`config.mk`:
```
export PLATFORM = sky130hd
export DESIGN_NAME = heartbeat_membership_table
export DESIGN_NICKNAME = d
export VERILOG_FILES = /design/src/hw/rtl/hmt_pkg.sv /design/src/hw/rtl/heartbeat_membership_table.sv /design/src/hw/rtl/hmt_ctrl.sv /design/src/hw/rtl/hmt_dp.sv
export SDC_FILE = /design/constraint.sdc
export NUM_CORES = 2
export LEC_CHECK = 0
export BUFFER_PORTS_ARGS = -buffer_cell sky130_fd_sc_hd__buf_2
export CELL_PAD_IN_SITES_DETAIL_PLACEMENT = 1
export CELL_PAD_IN_SITES_GLOBAL_PLACEMENT = 1
export CORE_MARGIN = 8
export CORE_UTILIZATION = 50
export DETAILED_ROUTE_END_ITERATION = 10
export PLACE_DENSITY_LB_ADDON = 0.1
export SYNTH_ARGS = -nofsm -noshare
export SYNTH_HDL_FRONTEND = slang
export SYNTH_HIERARCHICAL = 1
export SYNTH_SLANG_ARGS = --single-unit
```
`constraint.sdc`:
```
create_clock -name clk -period 19.18 [get_ports clk]
set_clock_uncertainty 0.2 [all_clocks]
set_input_delay 0.959 -clock clk [delete_from_list [all_inputs] [get_ports clk]]
set_output_delay 0.959 -clock clk [all_outputs]
set_load 0.02 [all_outputs]
```
`src/hw/rtl/hmt_pkg.sv`:
```
// ----------------------------------------------------------------------------
// hmt_pkg
// shared types, codes and defaults of the heartbeat membership table
// ----------------------------------------------------------------------------
package hmt_pkg;

    localparam int DEF_TABLE_DEPTH = 16;

    localparam logic [15:0] RST_REMOVE_TIMEOUT = 16'd20;

    typedef enum logic [2:0] {
        ACT_JOIN_REQ  = 3'd0,
        ACT_JOIN_REP  = 3'd1,
        ACT_PING      = 3'd2,
        ACT_GOSSIP    = 3'd3,
        ACT_TICK      = 3'd4
    } action_t;

    typedef enum logic [2:0] {
        EV_ADDED   = 3'd0,
        EV_REMOVED = 3'd1,
        EV_JOINREP = 3'd2,
        EV_PING    = 3'd3,
        EV_DONE    = 3'd4
    } event_t;

    typedef enum logic [1:0] {
        CFG_OWN_ID        = 2'd0,
        CFG_OWN_PORT      = 2'd1,
        CFG_REMOVE_TMO    = 2'd2,
        CFG_IS_INTRODUCER = 2'd3
    } cfg_index_t;

    typedef enum logic [3:0] {
        S_IDLE,
        S_FIND_RD,
        S_FIND_EV,
        S_ACT,
        S_EM_ADD,
        S_EM_JREP,
        S_CNT_RD,
        S_CNT_EV,
        S_RM_RD,
        S_RM_EV,
        S_PG_RD,
        S_PG_EV,
        S_EM_DONE
    } state_t;

    typedef struct packed {
        logic   ld_in;
        logic   idx_clr;
        logic   idx_inc;
        logic   idx_dec;
        logic   rd_en;
        logic   rd_desc;
        logic   found_set;
        logic   ins;
        logic   upd_ping;
        logic   upd_gossip;
        logic   set_joined;
        logic   beat_inc;
        logic   keep_clr;
        logic   keep_inc;
        logic   commit;
        logic   wr_clr;
        logic   compact_wr;
        logic   emit;
        event_t emit_ev;
    } cmd_t;

    typedef struct packed {
        action_t action;
        logic    idx_at_cnt;
        logic    idx_at_lim;
        logic    idx_zero;
        logic    match;
        logic    found;
        logic    full;
        logic    stale;
        logic    hb_greater;
        logic    gossip_ok;
        logic    joined;
        logic    out_free;
    } status_t;

endpackage

```
`src/hw/rtl/heartbeat_membership_table.sv`:
```
// ----------------------------------------------------------------------------
// heartbeat_membership_table
// bounded gossip membership table with heartbeat failure detection
//
//  channel  dir  handshake           payload
//  s_axis   in   tvalid / tready     tuser action, tdata peer fields
//  m_axis   out  tvalid / tready     tuser event, tlast, tdata result fields
//  cfg      in   cfg_we              cfg_index, cfg_data
//
//  a search reads and then compares one member at a time until the match or
//  the table end, on a member memory with one read port, one write port and
//  registered read; an update or insert follows; a tick of a joined node sweeps
//  the table three times, reading and then checking each member (count,
//  removal, ping and compaction); removals and pings leave from inside the
//  sweep, every other result has a state of its own
//  reset clears the table count, own heartbeat and joined flag at once
//  a stalled result holds the sweep; the next request is taken once done sits in the result register
// ----------------------------------------------------------------------------
module heartbeat_membership_table
    import hmt_pkg::*;
#(
    parameter int TABLE_DEPTH = DEF_TABLE_DEPTH
)
(
    input  logic         clk,
    input  logic         rst_n,
    input  logic         cfg_we,
    input  logic [1:0]   cfg_index,
    input  logic [15:0]  cfg_data,
    input  logic         s_axis_tvalid,
    output logic         s_axis_tready,
    input  logic [119:0] s_axis_tdata,  // peer_id, peer_port, peer_heartbeat, peer_stamp, now_time
    input  logic [2:0]   s_axis_tuser,  // action
    output logic         m_axis_tvalid,
    input  logic         m_axis_tready,
    output logic [63:0]  m_axis_tdata,  // target_id, target_port, self_heartbeat, group_joined,
                                        // member_count, zero fill
    output logic [2:0]   m_axis_tuser,  // event_res
    output logic         m_axis_tlast
);

    cmd_t        cmd;
    status_t     st;
    logic        in_ready;
    logic [7:0]  res_id;
    logic [15:0] res_port;
    logic [31:0] res_beat;
    logic        res_joined;
    logic [4:0]  res_count;

    assign s_axis_tready = in_ready;

    hmt_ctrl u_ctrl (
        .clk      (clk),
        .rst_n    (rst_n),
        .in_fire  (s_axis_tvalid && in_ready),
        .in_ready (in_ready),
        .st       (st),
        .cmd      (cmd)
    );

    hmt_dp #(
        .TABLE_DEPTH (TABLE_DEPTH)
    ) u_dp (
        .clk               (clk),
        .rst_n             (rst_n),
        .cfg_we            (cfg_we),
        .cfg_index         (cfg_index),
        .cfg_data          (cfg_data),
        .in_action         (s_axis_tuser),
        .in_peer_id        (s_axis_tdata[7:0]),
        .in_peer_port      (s_axis_tdata[23:8]),
        .in_peer_heartbeat (s_axis_tdata[55:24]),
        .in_peer_stamp     (s_axis_tdata[87:56]),
        .in_now_time       (s_axis_tdata[119:88]),
        .cmd               (cmd),
        .st                (st),
        .out_ready         (m_axis_tready),
        .out_valid         (m_axis_tvalid),
        .out_event         (m_axis_tuser),
        .out_id            (res_id),
        .out_port          (res_port),
        .out_beat          (res_beat),
        .out_joined        (res_joined),
        .out_count         (res_count),
        .out_last          (m_axis_tlast)
    );

    assign m_axis_tdata = {2'b00, res_count, res_joined, res_beat, res_port, res_id};

endmodule

```
`src/hw/rtl/hmt_ctrl.sv`:
```
// ----------------------------------------------------------------------------
// hmt_ctrl
// sequencer for table search, update, tick sweeps and result emission
// ----------------------------------------------------------------------------
module hmt_ctrl
    import hmt_pkg::*;
(
    input  logic    clk,
    input  logic    rst_n,
    input  logic    in_fire,
    output logic    in_ready,
    input  status_t st,
    output cmd_t    cmd
);

    state_t state_reg;
    state_t state_next;

    always_ff @(posedge clk or negedge rst_n)
    begin
        if (!rst_n)
        begin
            state_reg <= S_IDLE;
        end
        else
        begin
            state_reg <= state_next;
        end
    end

    always_comb
    begin
        state_next = state_reg;
        unique case (state_reg)
            S_IDLE:
            begin
                if (in_fire)
                begin
                    state_next = S_FIND_RD;
                end
            end
            S_FIND_RD:
            begin
                if (st.action == ACT_TICK || st.idx_at_cnt)
                begin
                    state_next = S_ACT;
                end
                else
                begin
                    state_next = S_FIND_EV;
                end
            end
            S_FIND_EV:
            begin
                state_next = st.match ? S_ACT : S_FIND_RD;
            end
            S_ACT:
            begin
                state_next = S_EM_DONE;
                case (st.action)
                    ACT_JOIN_REQ:
                    begin
                        state_next = (!st.found && !st.full) ? S_EM_ADD : S_EM_JREP;
                    end
                    ACT_JOIN_REP:
                    begin
                        if (!st.found && !st.full)
                        begin
                            state_next = S_EM_ADD;
                        end
                    end
                    ACT_PING:
                    begin
                        if (!st.found && !st.full)
                        begin
                            state_next = S_EM_ADD;
                        end
                    end
                    ACT_GOSSIP:
                    begin
                        if (!st.found && !st.full && st.gossip_ok)
                        begin
                            state_next = S_EM_ADD;
                        end
                    end
                    ACT_TICK:
                    begin
                        if (st.joined)
                        begin
                            state_next = S_CNT_RD;
                        end
                    end
                    default:
                    begin
                        state_next = S_EM_DONE;
                    end
                endcase
            end
            S_EM_ADD:
            begin
                if (st.out_free)
                begin
                    state_next = (st.action == ACT_JOIN_REQ) ? S_EM_JREP : S_EM_DONE;
                end
            end
            S_EM_JREP:
            begin
                if (st.out_free)
                begin
                    state_next = S_EM_DONE;
                end
            end
            S_CNT_RD:
            begin
                state_next = st.idx_at_cnt ? S_RM_RD : S_CNT_EV;
            end
            S_CNT_EV:
            begin
                state_next = S_CNT_RD;
            end
            S_RM_RD:
            begin
                state_next = st.idx_zero ? S_PG_RD : S_RM_EV;
            end
            S_RM_EV:
            begin
                if (!st.stale || st.out_free)
                begin
                    state_next = S_RM_RD;
                end
            end
            S_PG_RD:
            begin
                state_next = st.idx_at_lim ? S_EM_DONE : S_PG_EV;
            end
            S_PG_EV:
            begin
                if (st.stale || st.out_free)
                begin
                    state_next = S_PG_RD;
                end
            end
            S_EM_DONE:
            begin
                if (st.out_free)
                begin
                    state_next = S_IDLE;
                end
            end
            default:
            begin
                state_next = S_IDLE;
            end
        endcase
    end

    always_comb
    begin
        cmd         = '0;
        cmd.emit_ev = EV_DONE;
        in_ready    = 1'b0;
        unique case (state_reg)
            S_IDLE:
            begin
                in_ready    = 1'b1;
                cmd.ld_in   = in_fire;
                cmd.idx_clr = in_fire;
            end
            S_FIND_RD:
            begin
                cmd.rd_en = (st.action != ACT_TICK) && !st.idx_at_cnt;
            end
            S_FIND_EV:
            begin
                cmd.found_set = st.match;
                cmd.idx_inc   = !st.match;
            end
            S_ACT:
            begin
                case (st.action)
                    ACT_JOIN_REQ:
                    begin
                        cmd.ins = !st.found && !st.full;
                    end
                    ACT_JOIN_REP:
                    begin
                        cmd.ins        = !st.found && !st.full;
                        cmd.set_joined = 1'b1;
                    end
                    ACT_PING:
                    begin
                        cmd.ins      = !st.found && !st.full;
                        cmd.upd_ping = st.found;
                    end
                    ACT_GOSSIP:
                    begin
                        cmd.ins        = !st.found && !st.full && st.gossip_ok;
                        cmd.upd_gossip = st.found && st.hb_greater;
                    end
                    ACT_TICK:
                    begin
                        cmd.beat_inc = st.joined;
                        cmd.keep_clr = st.joined;
                        cmd.idx_clr  = st.joined;
                    end
                    default:
                    begin
                        cmd.ins = 1'b0;
                    end
                endcase
            end
            S_EM_ADD:
            begin
                cmd.emit    = st.out_free;
                cmd.emit_ev = EV_ADDED;
            end
            S_EM_JREP:
            begin
                cmd.emit    = st.out_free;
                cmd.emit_ev = EV_JOINREP;
            end
            S_CNT_RD:
            begin
                cmd.rd_en  = !st.idx_at_cnt;
                cmd.commit = st.idx_at_cnt;
            end
            S_CNT_EV:
            begin
                cmd.keep_inc = !st.stale;
                cmd.idx_inc  = 1'b1;
            end
            S_RM_RD:
            begin
                cmd.rd_en   = !st.idx_zero;
                cmd.rd_desc = 1'b1;
                cmd.idx_clr = st.idx_zero;
                cmd.wr_clr  = st.idx_zero;
            end
            S_RM_EV:
            begin
                cmd.emit    = st.stale && st.out_free;
                cmd.emit_ev = EV_REMOVED;
                cmd.idx_dec = !st.stale || st.out_free;
            end
            S_PG_RD:
            begin
                cmd.rd_en = !st.idx_at_lim;
            end
            S_PG_EV:
            begin
                cmd.emit       = !st.stale && st.out_free;
                cmd.emit_ev    = EV_PING;
                cmd.compact_wr = !st.stale && st.out_free;
                cmd.idx_inc    = st.stale || st.out_free;
            end
            S_EM_DONE:
            begin
                cmd.emit    = st.out_free;
                cmd.emit_ev = EV_DONE;
            end
            default:
            begin
                in_ready = 1'b0;
            end
        endcase
    end

endmodule

```
`src/hw/rtl/hmt_dp.sv`:
```
// ----------------------------------------------------------------------------
// hmt_dp
// member memory, counters, configuration and result register
// ----------------------------------------------------------------------------
module hmt_dp
    import hmt_pkg::*;
#(
    parameter int TABLE_DEPTH = DEF_TABLE_DEPTH
)
(
    input  logic        clk,
    input  logic        rst_n,
    input  logic        cfg_we,
    input  logic [1:0]  cfg_index,
    input  logic [15:0] cfg_data,
    input  logic [2:0]  in_action,
    input  logic [7:0]  in_peer_id,
    input  logic [15:0] in_peer_port,
    input  logic [31:0] in_peer_heartbeat,
    input  logic [31:0] in_peer_stamp,
    input  logic [31:0] in_now_time,
    input  cmd_t        cmd,
    output status_t     st,
    input  logic        out_ready,
    output logic        out_valid,
    output logic [2:0]  out_event,
    output logic [7:0]  out_id,
    output logic [15:0] out_port,
    output logic [31:0] out_beat,
    output logic        out_joined,
    output logic [4:0]  out_count,
    output logic        out_last
);

    localparam int AW = (TABLE_DEPTH > 1) ? $clog2(TABLE_DEPTH) : 1;
    localparam int CW = $clog2(TABLE_DEPTH + 1);

    typedef struct packed {
        logic [7:0]  id;
        logic [15:0] port;
        logic [31:0] hb;
        logic [31:0] tm;
    } entry_t;

    entry_t mem [TABLE_DEPTH];
    entry_t rd_q;

    logic [7:0]  own_id_reg;
    logic [15:0] own_port_reg;
    logic [15:0] tmo_reg;
    logic        intro_reg;

    action_t     act_reg;
    logic [7:0]  id_reg;
    logic [15:0] port_reg;
    logic [31:0] hb_reg;
    logic [31:0] stamp_reg;
    logic [31:0] now_reg;

    logic [CW-1:0] idx_reg;
    logic [CW-1:0] cnt_reg;
    logic [CW-1:0] lim_reg;
    logic [CW-1:0] keep_reg;
    logic [CW-1:0] wr_reg;
    logic [AW-1:0] pos_reg;
    logic          found_reg;
    logic [31:0]   beat_reg;
    logic          joined_reg;

    logic          valid_reg;
    logic [2:0]    ev_reg;
    logic [7:0]    oid_reg;
    logic [15:0]   oport_reg;
    logic [31:0]   obeat_reg;
    logic          ojoined_reg;
    logic [4:0]    ocount_reg;
    logic          olast_reg;

    logic [CW-1:0] idx_m1;
    logic [AW-1:0] rd_addr;
    logic          wr_en;
    logic [AW-1:0] wr_addr;
    entry_t        wr_data;
    logic [31:0]   stale_age;
    logic [31:0]   stamp_age;
    logic          out_free;

    assign idx_m1   = idx_reg - CW'(1);
    assign rd_addr  = cmd.rd_desc ? idx_m1[AW-1:0] : idx_reg[AW-1:0];
    assign out_free = !valid_reg || out_ready;

    assign stale_age = (rd_q.tm > now_reg) ? 32'd0 : now_reg - rd_q.tm;
    assign stamp_age = (stamp_reg > now_reg) ? 32'd0 : now_reg - stamp_reg;

    always_comb
    begin
        wr_en   = 1'b0;
        wr_addr = cnt_reg[AW-1:0];
        wr_data = rd_q;
        if (cmd.ins)
        begin
            wr_en        = 1'b1;
            wr_addr      = cnt_reg[AW-1:0];
            wr_data.id   = id_reg;
            wr_data.port = port_reg;
            wr_data.hb   = (act_reg == ACT_GOSSIP) ? hb_reg : 32'd1;
            wr_data.tm   = (act_reg == ACT_GOSSIP) ? stamp_reg : now_reg;
        end
        else if (cmd.upd_ping || cmd.upd_gossip)
        begin
            wr_en      = 1'b1;
            wr_addr    = pos_reg;
            wr_data.hb = cmd.upd_ping ? rd_q.hb + 32'd1 : hb_reg;
            wr_data.tm = now_reg;
        end
        else if (cmd.compact_wr)
        begin
            wr_en   = 1'b1;
            wr_addr = wr_reg[AW-1:0];
        end
    end

    always_ff @(posedge clk)
    begin
        if (wr_en)
        begin
            mem[wr_addr] <= wr_data;
        end
        if (cmd.rd_en)
        begin
            rd_q <= mem[rd_addr];
        end
    end

    always_ff @(posedge clk)
    begin
        if (cmd.ld_in)
        begin
            act_reg   <= action_t'(in_action);
            id_reg    <= in_peer_id;
            port_reg  <= in_peer_port;
            hb_reg    <= in_peer_heartbeat;
            stamp_reg <= in_peer_stamp;
            now_reg   <= in_now_time;
        end
        if (cmd.found_set)
        begin
            pos_reg <= idx_reg[AW-1:0];
        end
        if (cmd.emit)
        begin
            ev_reg      <= cmd.emit_ev;
            olast_reg   <= (cmd.emit_ev == EV_DONE);
            obeat_reg   <= beat_reg;
            ojoined_reg <= joined_reg || intro_reg;
            ocount_reg  <= 5'(cnt_reg);
            case (cmd.emit_ev) inside
                EV_ADDED, EV_JOINREP:
                begin
                    oid_reg   <= id_reg;
                    oport_reg <= port_reg;
                end
                EV_REMOVED, EV_PING:
                begin
                    oid_reg   <= rd_q.id;
                    oport_reg <= rd_q.port;
                end
                default:
                begin
                    oid_reg   <= 8'd0;
                    oport_reg <= 16'd0;
                end
            endcase
        end
    end

    always_ff @(posedge clk or negedge rst_n)
    begin
        if (!rst_n)
        begin
            own_id_reg   <= 8'd0;
            own_port_reg <= 16'd0;
            tmo_reg      <= RST_REMOVE_TIMEOUT;
            intro_reg    <= 1'b0;
            idx_reg      <= '0;
            cnt_reg      <= '0;
            lim_reg      <= '0;
            keep_reg     <= '0;
            wr_reg       <= '0;
            found_reg    <= 1'b0;
            beat_reg     <= 32'd0;
            joined_reg   <= 1'b0;
            valid_reg    <= 1'b0;
        end
        else
        begin
            if (cfg_we)
            begin
                unique case (cfg_index_t'(cfg_index))
                    CFG_OWN_ID:        own_id_reg   <= cfg_data[7:0];
                    CFG_OWN_PORT:      own_port_reg <= cfg_data;
                    CFG_REMOVE_TMO:    tmo_reg      <= cfg_data;
                    CFG_IS_INTRODUCER: intro_reg    <= cfg_data[0];
                    default:           intro_reg    <= intro_reg;
                endcase
            end
            if (cmd.ld_in)
            begin
                found_reg <= 1'b0;
            end
            else if (cmd.found_set)
            begin
                found_reg <= 1'b1;
            end
            if (cmd.commit)
            begin
                idx_reg <= cnt_reg;
                lim_reg <= cnt_reg;
                cnt_reg <= keep_reg;
            end
            else
            begin
                if (cmd.idx_clr)
                begin
                    idx_reg <= '0;
                end
                else if (cmd.idx_inc)
                begin
                    idx_reg <= idx_reg + CW'(1);
                end
                else if (cmd.idx_dec)
                begin
                    idx_reg <= idx_m1;
                end
                if (cmd.ins)
                begin
                    cnt_reg <= cnt_reg + CW'(1);
                end
            end
            if (cmd.keep_clr)
            begin
                keep_reg <= '0;
            end
            else if (cmd.keep_inc)
            begin
                keep_reg <= keep_reg + CW'(1);
            end
            if (cmd.wr_clr)
            begin
                wr_reg <= '0;
            end
            else if (cmd.compact_wr)
            begin
                wr_reg <= wr_reg + CW'(1);
            end
            if (cmd.beat_inc)
            begin
                beat_reg <= beat_reg + 32'd1;
            end
            if (cmd.set_joined)
            begin
                joined_reg <= 1'b1;
            end
            if (cmd.emit)
            begin
                valid_reg <= 1'b1;
            end
            else if (out_ready)
            begin
                valid_reg <= 1'b0;
            end
        end
    end

    always_comb
    begin
        st.action     = act_reg;
        st.idx_at_cnt = (idx_reg == cnt_reg);
        st.idx_at_lim = (idx_reg == lim_reg);
        st.idx_zero   = (idx_reg == '0);
        st.match      = (rd_q.id == id_reg) && (rd_q.port == port_reg);
        st.found      = found_reg;
        st.full       = (cnt_reg == CW'(TABLE_DEPTH));
        st.stale      = (stale_age >= {16'd0, tmo_reg});
        st.hb_greater = (hb_reg > rd_q.hb);
        st.gossip_ok  = !((id_reg == own_id_reg) && (port_reg == own_port_reg)) &&
                        (stamp_age < {16'd0, tmo_reg});
        st.joined     = joined_reg || intro_reg;
        st.out_free   = out_free;
    end

    assign out_valid  = valid_reg;
    assign out_event  = ev_reg;
    assign out_id     = oid_reg;
    assign out_port   = oport_reg;
    assign out_beat   = obeat_reg;
    assign out_joined = ojoined_reg;
    assign out_count  = ocount_reg;
    assign out_last   = olast_reg;

endmodule
```
==> flow_summary_export.csv <==
group,metric,value,unit
critical_path,slowest_delay,0.68,ns
clocking,htree_num_levels,4,
synth,synth_cell_types,94,
drt,drt.antenna.violating_nets,0,
grt,overflow,0,
grt,grt.total_usage,23.9,%
grt,grt_pass1_vias,42300,
worst_hold_path,hp-class,"input port to flop",
final_layout,reg_top3,"u_dp/mem (1408), u_dp/rd_q (88)",
drt,via_per_inst,6.04,
grt,grt_pass1_wl,291,mm
drt,wl_per_cell,29.5,um
final_layout,design_area,0.0858,mm2
drt,drc_errors,0,
pwr,net-switching-power,4.88,mW
critical_path,critPathMaxFanout,36,
clocking,clock_latency,0.83,ns
synth,synth-async-reset-ratio,5.80,%
critical_path,path_delay_family,"compound AO/OA/AOI/OAI gates",
place,dp_hpwl,123,mm
sta,finalWorstSetupSlack,9.22,ns
synth,synth_edf_count,1689,
sta,finalHoldViolations,0,
final_layout,nets,4787,
final_layout,mostFrequentLayoutCells,"1689 x edfxtp_1, 440 x mux4_2, 212 x buf_2",
synth,yosys_warnings,6,
synth,synth_ff_type,"edfxtp_1",
drt,first_pass_iters,7,
clocking,cts.sinks,1793,
clocking,cts_buffers,185,
pwr,power_frac_seq,37.9,%
pwr,p_leak,28.8,nW
critical_path,path_buf_inv,7,
sta,setup-violations-final,0,
pwr,swShare,33.6,%
final_layout,final_common_cell,"edfxtp_1",
synth,netlist_area,0.0758,mm2
drt,vias,40400,
final_layout,final_layout_size_suffix_gt1_share,25.4,%
sta,relSlewSlack,10.0,%
grt,antenna_found_initial,8,
floorplanning,pin_count,216,
critical_path,crit_slowest_cell,"buf_4",
final_layout,syn_to_final_growth,13.2,%
grt,grt_max_degree,142,
pwr,clkPwrFrac,25.0,%
floorplanning,fp.dieW,405,um
clocking,path_clk_slew,0.06,ns
critical_path,critPathRequiredTime,19.41,ns
clocking,cts_tree,"yes",
run,cap_violations,0,
pwr,internal_power,9.63,mW
place,io_buffers,213,
synth,avgSynthCellArea,18.1,um2
place,place.gp.congestion,0.865,
sta,whs,0.109,ns
sta,fmax,100,MHz
sta,slew_violations,0,
final_layout,fin_util,56.8,%
synth,synthCells,4189,
sta,tns,0,ns
final_layout,top_register,"u_dp/mem",
synth,ys_seq_area_share,70.4,%
critical_path,worstPathArrival,10.19,ns
place,placed_cell_area,0.0797,mm2
place,pre_cts_ws,9.17,ns
critical_path,cpMostUsedCell,"buf_4",
floorplanning,rows,143,
critical_path,end_kind,"flop",
clocking,cts_buffer_depth,3,
critical_path,worstSetupStartpointType,"flop",
critical_path,crit_type,"flop to flop",
floorplanning,core-area,0.151,mm2
drt,first_iter_violations,3608,
outcome,status,"finished clean",
sta,worst_pin_slew,1.34,ns
synth,ys_seq_elements,1793,
pwr,p_comb_share,37.1,%
clocking,root_buffer,"clkbuf_16",
final_layout,nFillCells,13400,
floorplanning,fp.dieArea,0.164,mm2
floorplanning,initial_utilization,50.1,%
pwr,vdd_drop_max,0.202,mV
final_layout,largest_register_ff_count,1408,
sta,rsz0062_at_grt,"no",
sta,period_share,51.9,%
pwr,power_density,169,mW/mm2
drt,wl,197,mm
floorplanning,die_y,405,um
sta,period_needed,9.96,ns
-- routing by layer --
layer	part of all wire (%)	global-route usage, %	vias to the layer above	wire length [um]
met5	0.013	0	-	26
met4	1.9	5.29	4	3700
met3	5.3	3.45	226	10400
met2	48	38.8	1124	94900
met1	45	34.9	21600	88400
li1	-	-	17400	-
-- power by group through the flow --
stage	Clock, mW	Sequential [mW]	Combinational [mW]
after floorplan	0	5.57	3.68
after global placement	0	5.56	5.38
after detailed placement	0	5.57	5.43
after CTS	3.70	5.49	5.47
after global routing	3.82	5.52	5.78
final	3.63	5.49	5.38
-- cell type report --
| cell class | instances | area (um2) | share of cell area [%] |
|---|---|---|---|
| Inverter | 152 | 571 | 0.665 |
| Antenna cell | 1 | 2.50 | 0.00292 |
| Multi-Input combinational cell | 2049 | 21300 | 24.8 |
| Clock inverter | 122 | 1340 | 1.56 |
| Sequential cell | 1793 | 53300 | 62.1 |
| Timing Repair Buffer | 322 | 1940 | 2.26 |
| Tap cell | 2030 | 2540 | 2.96 |
| Clock buffer | 223 | 4800 | 5.60 |
-- cell usage after synthesis (11+ instances only) --
| library cell | number | share of area (%) |
|---|---|---|
| o211ai_1 | 14 | 0.14 |
| nand4_1 | 52 | 0.43 |
| xor2_1 | 61 | 0.71 |
| nand2_1 | 185 | 0.92 |
| a31oi_1 | 42 | 0.35 |
| a211oi_1 | 44 | 0.44 |
| o21ai_0 | 106 | 0.70 |
| nor2b_1 | 26 | 0.21 |
| edfxtp_1 | 1689 | 67 |
| and3_1 | 16 | 0.13 |
| o21bai_1 | 11 | 0.11 |
| and2_1 | 38 | 0.31 |
| xnor2_1 | 100 | 1.2 |
| clkbuf_1 | 133 | 0.66 |
| mux2_2 | 69 | 1.0 |
| a21oi_1 | 115 | 0.76 |
| ha_1 | 136 | 2.2 |
| nor2_1 | 177 | 0.88 |
| mux4_2 | 440 | 13 |
| dfrtp_1 | 102 | 3.4 |
| a21o_1 | 39 | 0.39 |
| mux2i_1 | 53 | 0.70 |
| nand3_1 | 73 | 0.48 |
| nor4_1 | 21 | 0.17 |
| nor3_1 | 41 | 0.27 |
| nand2b_1 | 22 | 0.18 |
| inv_1 | 152 | 0.75 |
| buf_2 | 36 | 0.24 |
| o21a_1 | 15 | 0.15 |
-- kinds of logic after synthesis --
group / count (synthesis) / synth area share, %
and+or+nand+nor: 704 / 4.59
adders and majority gates: 138 / 2.30
muxes: 565 / 14.9
AOI/OAI and AO/OA: 479 / 4.12
DFF: 1793 / 70.4
buffers and inverters: 348 / 1.90
other: 1 / 0.00495
xor gates and xnor gates: 161 / 1.86
-- timing repair --
| action | 4_1_cts | 5_1_grt |
|---|---|---|
| hold buffers | 1 | 0 |
| buffers inserted | 0 | 0 |
| resized for setup | 0 | 0 |
| endpoints found under the hold margin | 40 | 0 |
-- path summary, 6_finish.rpt --
kind | from | end | slack (ns) | depth (start not counted)
worst max register to register | u_dp/now_reg[0] | u_dp/mem[15][30] | 9.22 | 33
worst max-delay path | u_dp/now_reg[0] | u_dp/mem[15][30] | 9.22 | 33
worst min register to register | u_dp/beat_reg[31] | u_dp/beat_reg[31] | 0.27 | 1
min in group asynchronous | rst_n | u_dp/own_port_reg[9] | 0.50 | 2
worst min-delay path | s_axis_tdata[51] | u_dp/hb_reg[27] | 0.11 | 1
max in group asynchronous | rst_n | u_dp/beat_reg[30] | 17.01 | 3
-- per-stage QoR --
stage | cells | total power, mW
2_1_floorplan | 4190 | 9.25
4_1_cts | 6691 | 14.7
3_3_place_gp | 6345 | 10.9
6_report | 6692 | 14.5
3_5_place_dp | 6345 | 11.0
5_1_grt | 6692 | 15.1
(Power assumes the default switching activity.)
